### config.mk
export PLATFORM = sky130hd
export DESIGN_NAME = wgd_ctrl
export DESIGN_NICKNAME = d
export VERILOG_FILES = /design/src/weighted_graph_diameter_assert.svh /design/src/wgd_pkg.sv /design/src/wgd_ctrl.sv
export SDC_FILE = /design/constraint.sdc
export NUM_CORES = 1
export LEC_CHECK = 0
export ABC_AREA = 1
export BUFFER_PORTS_ARGS = -buffer_cell sky130_fd_sc_hd__buf_2
export CAP_MARGIN = 20
export CORE_AREA = 2 2 39 41
export CTS_CLUSTER_DIAMETER = 60
export CTS_CLUSTER_SIZE = 14
export DETAILED_ROUTE_END_ITERATION = 7
export DIE_AREA = 0 0 41 43
export GPL_TIMING_DRIVEN = 0
export PLACE_DENSITY = 0.59
export SLEW_MARGIN = 20
export SYNTH_ARGS = -nofsm -noshare
export SYNTH_HDL_FRONTEND = slang
export SYNTH_SLANG_ARGS = --single-unit
### constraint.sdc
create_clock -name i_clk -period 1.52 [get_ports i_clk]
set_clock_uncertainty 0.1 [all_clocks]
set_input_delay 0.304 -clock i_clk [delete_from_list [all_inputs] [get_ports i_clk]]
set_output_delay 0.304 -clock i_clk [all_outputs]
set_load 0.005 [all_outputs]
### src/weighted_graph_diameter_assert.svh
// Assertion macros for the weighted graph diameter block
`ifndef WEIGHTED_GRAPH_DIAMETER_ASSERT_SVH
`define WEIGHTED_GRAPH_DIAMETER_ASSERT_SVH

`define WGD_ASSERT_SAME(lbl, ante, cons, msg) \
    lbl: assert property (@(posedge i_clk) disable iff (!i_rst_n) (ante) |-> (cons)) \
        else $error(msg);

`define WGD_ASSERT_NEXT(lbl, ante, cons, msg) \
    lbl: assert property (@(posedge i_clk) disable iff (!i_rst_n) (ante) |=> (cons)) \
        else $error(msg);

`endif

### src/wgd_pkg.sv
// Shared types and constants for the weighted graph diameter block
`timescale 1ns / 1ps
`default_nettype none
package wgd_pkg;
    localparam int ID_W   = 6;
    localparam int WT_W   = 8;
    localparam int DIST_W = 14;
    localparam int CFG_W  = 7;
    localparam logic [CFG_W-1:0] NUM_RESET = 7'd64;

    typedef struct packed {
        logic [ID_W-1:0] src_node;
        logic [ID_W-1:0] dst_node;
        logic [WT_W-1:0] link_weight;
        logic            last_edge;
    } t_in_item;

    typedef struct packed {
        logic [DIST_W-1:0] diameter;
        logic              edges_overflowed;
        logic              bad_node_seen;
    } t_out_item;

    typedef enum logic [3:0] {
        ST_IDLE, ST_START, ST_INIT, ST_E_CHK, ST_E_WAIT, ST_RELAX,
        ST_SW_RD, ST_SW_CMP, ST_OUT
    } t_state;

    typedef struct packed {
        logic accept;
        logic start;
        logic init;
        logic edge_rd;
        logic dist_rd;
        logic relax;
        logic pass_restart;
        logic sweep_start;
        logic sweep_rd;
        logic sweep_cmp;
        logic src_next;
        logic out_load;
    } t_cmd;

    typedef struct packed {
        logic in_last;
        logic no_nodes;
        logic edge_end;
        logic changed;
        logic sweep_end;
        logic src_last;
        logic out_free;
    } t_status;
endpackage
`default_nettype wire

### src/wgd_ctrl.sv
// Controller: sequences loading, relaxation passes, sweeps and result hand-off
`timescale 1ns / 1ps
`default_nettype none
module wgd_ctrl import wgd_pkg::*; (
    input  wire logic    i_clk,
    input  wire logic    i_rst_n,
    input  wire logic    i_valid,
    output logic         o_ready,
    input  wire t_status i_status,
    output t_cmd         o_cmd
);
    t_state r_state, n_state;

    always_ff @(posedge i_clk) begin
        if (!i_rst_n) r_state <= ST_IDLE;
        else r_state <= n_state;
    end

    always_comb begin
        n_state = r_state;
        o_cmd   = '0;
        o_ready = 1'b0;
        case (r_state)
            ST_IDLE: begin
                o_ready = 1'b1;
                o_cmd.accept = i_valid;
                if (i_valid && i_status.in_last) n_state = ST_START;
            end
            ST_START: begin
                o_cmd.start = 1'b1;
                n_state = i_status.no_nodes ? ST_OUT : ST_INIT;
            end
            ST_INIT: begin
                o_cmd.init = 1'b1;
                n_state = ST_E_CHK;
            end
            ST_E_CHK: begin
                if (!i_status.edge_end) begin
                    o_cmd.edge_rd = 1'b1;
                    n_state = ST_E_WAIT;
                end else if (i_status.changed) begin
                    o_cmd.pass_restart = 1'b1;
                end else begin
                    o_cmd.sweep_start = 1'b1;
                    n_state = ST_SW_RD;
                end
            end
            ST_E_WAIT: begin
                o_cmd.dist_rd = 1'b1;
                n_state = ST_RELAX;
            end
            ST_RELAX: begin
                o_cmd.relax = 1'b1;
                n_state = ST_E_CHK;
            end
            ST_SW_RD: begin
                if (!i_status.sweep_end) begin
                    o_cmd.sweep_rd = 1'b1;
                    n_state = ST_SW_CMP;
                end else if (i_status.src_last) begin
                    n_state = ST_OUT;
                end else begin
                    o_cmd.src_next = 1'b1;
                    n_state = ST_INIT;
                end
            end
            ST_SW_CMP: begin
                o_cmd.sweep_cmp = 1'b1;
                n_state = ST_SW_RD;
            end
            ST_OUT: begin
                if (i_status.out_free) begin
                    o_cmd.out_load = 1'b1;
                    n_state = ST_IDLE;
                end
            end
            default: n_state = ST_IDLE;
        endcase
    end
endmodule
`default_nettype wire

==> impl_metrics.tcl <==
set metrics [dict create \
    post-route-drc-count 0 \
    cts_tree "done" \
    top_register "r_state" \
    diodes 0 \
    synth.top_cell.area_share_pct 19.6 \
    numCtsBuffers 3 \
    cts_sinks 4 \
    arrival_ps 1120 \
    synth_nets 79 \
    crit_fanout 4 \
    fp.dieArea_sq_um 1760 \
    ys_top_cells_by_area "dfxtp_1, inv_1, nand2_1, nor2_2, nor2_1" \
    yosysTopAreaCell "dfxtp_1" \
    fin_crit_ps 1520 \
    drtIter0Drc 1 \
    outcome "finished with violations" \
    start_util_pct 29.6 \
    syn_inst 69 \
    p_leak_nw 0.371 \
    worst_pin_slew_ps 240 \
    syn_area_sq_um 409 \
    pwr_density_cell_nw_per_um2 777 \
    grt_pass1_wl_um 1450 \
    ys_seq_area_share_pct 19.6 \
    cp.required_ps 1120 \
    path_class "reg -> out" \
    max_freq_mhz 658 \
    first_pass_iters 3 \
    num_rows 14 \
    syn2layout_area_growth_pct 58.1 \
    io_pins 23 \
    start_kind "flop" \
    postSynthAreaPerCell_sq_um 5.93 \
    antenna_found_initial 0 \
    yosys_warnings 0 \
    slew_headroom_pct 83.9 \
    routed_wl_um 982 \
    ys_ff_latch 4 \
    wire_per_inst_um 8.54 \
    dp_hpwl_um 807 \
    gr-total-overflow 0 \
    cts_root_buf "clkbuf_4" \
    violations "negative setup slack" \
    track_usage_pct 12.5 \
    vias 505 \
    synth.distinct_cells 16 \
    max_cap_viol_count 0 \
    reg.largest.list "r_state (4)" \
    largest_register_ffs 4 \
    final_nets 111 \
    cts-htree-levels 1 \
    core_sq_um 1380 \
    grt_pass1_vias 408 \
    worstSetupEndpointType "output pin" \
    clk_latency_ps 230 \
    drive_gt1_share_pct 58.6 \
    clk_pin_slew_ps 40 \
    cts_buffer_depth 2 \
    drv_slew 0 \
    worst_hold_slack_ps 171 \
    finalCritPeriodShare_pct 100 \
    gp_congestion 0.672 \
    setup_viol 1 \
    die_x_um 41 \
    avgViaCountPerCell 4.39 \
    max-vdd-ir-drop_uv 412 \
    numPortBuffers 22 \
    ant_nets 0 \
    die_h_um 43 \
    rsz0062_at_grt "true" \
    final.setup.worst_slack_ps -0.790 \
    num-fill-cells 143 \
    hold_class "in -> reg" \
    finalPower_mw 0.502 \
    grt_max_degree 7 \
    dp_slack_ps 135 \
    finalHoldViolations 0 \
]
[stage by stage]
| stage | area (sq um) | setup TNS [ps] | instances | utilization (%) |
|---|---|---|---|---|
| after floorplan | 409 | 0 | 69 | - |
| after global placement | 539 | 0 | 107 | 39.0 |
| after detailed placement | 539 | 0 | 107 | 39.0 |
| after CTS | 586 | -76.7 | 112 | 42.3 |
| after global routing | 647 | -238 | 115 | 46.7 |
| final | 647 | -0.790 | 115 | 46.7 |
[synthesized netlist by cell type]
library cell,n
a21oi_2,1
nand3_1,4
dfxtp_1,4
nor2_4,2
o211ai_1,1
o31ai_1,1
nand2_4,1
nor2_1,8
nor2_2,7
nand3_2,1
nand2_1,14
nor3_1,2
nand2_2,4
inv_2,2
inv_1,16
o211ai_2,1
[report_power, final]
part	total, mW	switching (mW)	internal, mW
registers	0.144	0.0224	0.122
logic	0.232	0.132	0.100
clock network	0.127	0.0389	0.0879
[worst max-delay path, stage by stage, from the launching register on]
cell and delay (ps):
dfxtp_2 340, inv_4 70, nand2_4 70, nor2_4 140, inv_2 60, nor3_2 90
buf_2 130
[cells in the final DEF (no fill, tap or decap), drive strengths merged]
master / synthesis / routed
a21oi: 1 / 1
buf: 0 / 27
clkbuf: 0 / 3
dfxtp: 4 / 4
inv: 18 / 18
nand2: 19 / 19
nand3: 5 / 5
nor2: 17 / 17
nor3: 2 / 2
o211ai: 2 / 2
o31ai: 1 / 1
[layer usage]
metal / vias up / wire, um / global-route usage (%)
li1: 269 / - / -
met1: 220 / 372 / 12.9
met2: 14 / 540 / 20.6
met3: 2 / 62 / 3.14
met4: 0 / 6 / 8.00
met5: - / 0 / 0
[cells by family after synthesis]
family | after synthesis | share of synthesized area (%)
buf+inv | 18 | 16.5
simple gates | 43 | 55.0
flops | 4 | 19.6
compound gates | 4 | 8.87
[area by class of cell]
| type | instances | area [sq um] | share of cell area [%] |
|---|---|---|---|
| Multi-Input combinational cell | 47 | 297 | 45.8 |
| Timing Repair Buffer | 27 | 148 | 22.8 |
| Sequential cell | 4 | 90.1 | 13.9 |
| Inverter | 18 | 70.1 | 10.8 |
| Clock buffer | 3 | 22.5 | 3.48 |
| Tap cell | 16 | 20.0 | 3.09 |
[path summary, 6_finish.rpt]
path / start / cells past startpoint / to / slack [ps]
setup / recovery: r_state[3] / 6 / o_cmd[1] / -0.8
hold / removal: i_rst_n / 3 / r_state[3] / 170
setup reg to reg: r_state[3] / 8 / r_state[1] / 260
hold reg to reg: r_state[0] / 4 / r_state[2] / 590
[what timing repair did]
action	4_1_cts	5_1_grt
buffers inserted	2	3
hold buffers	0	0
gates resized for setup	4	12
hold endpoints to repair	0	0
pin swaps	1	4
setup endpoints to repair	4	11
Power figures use the tool's default switching activity.
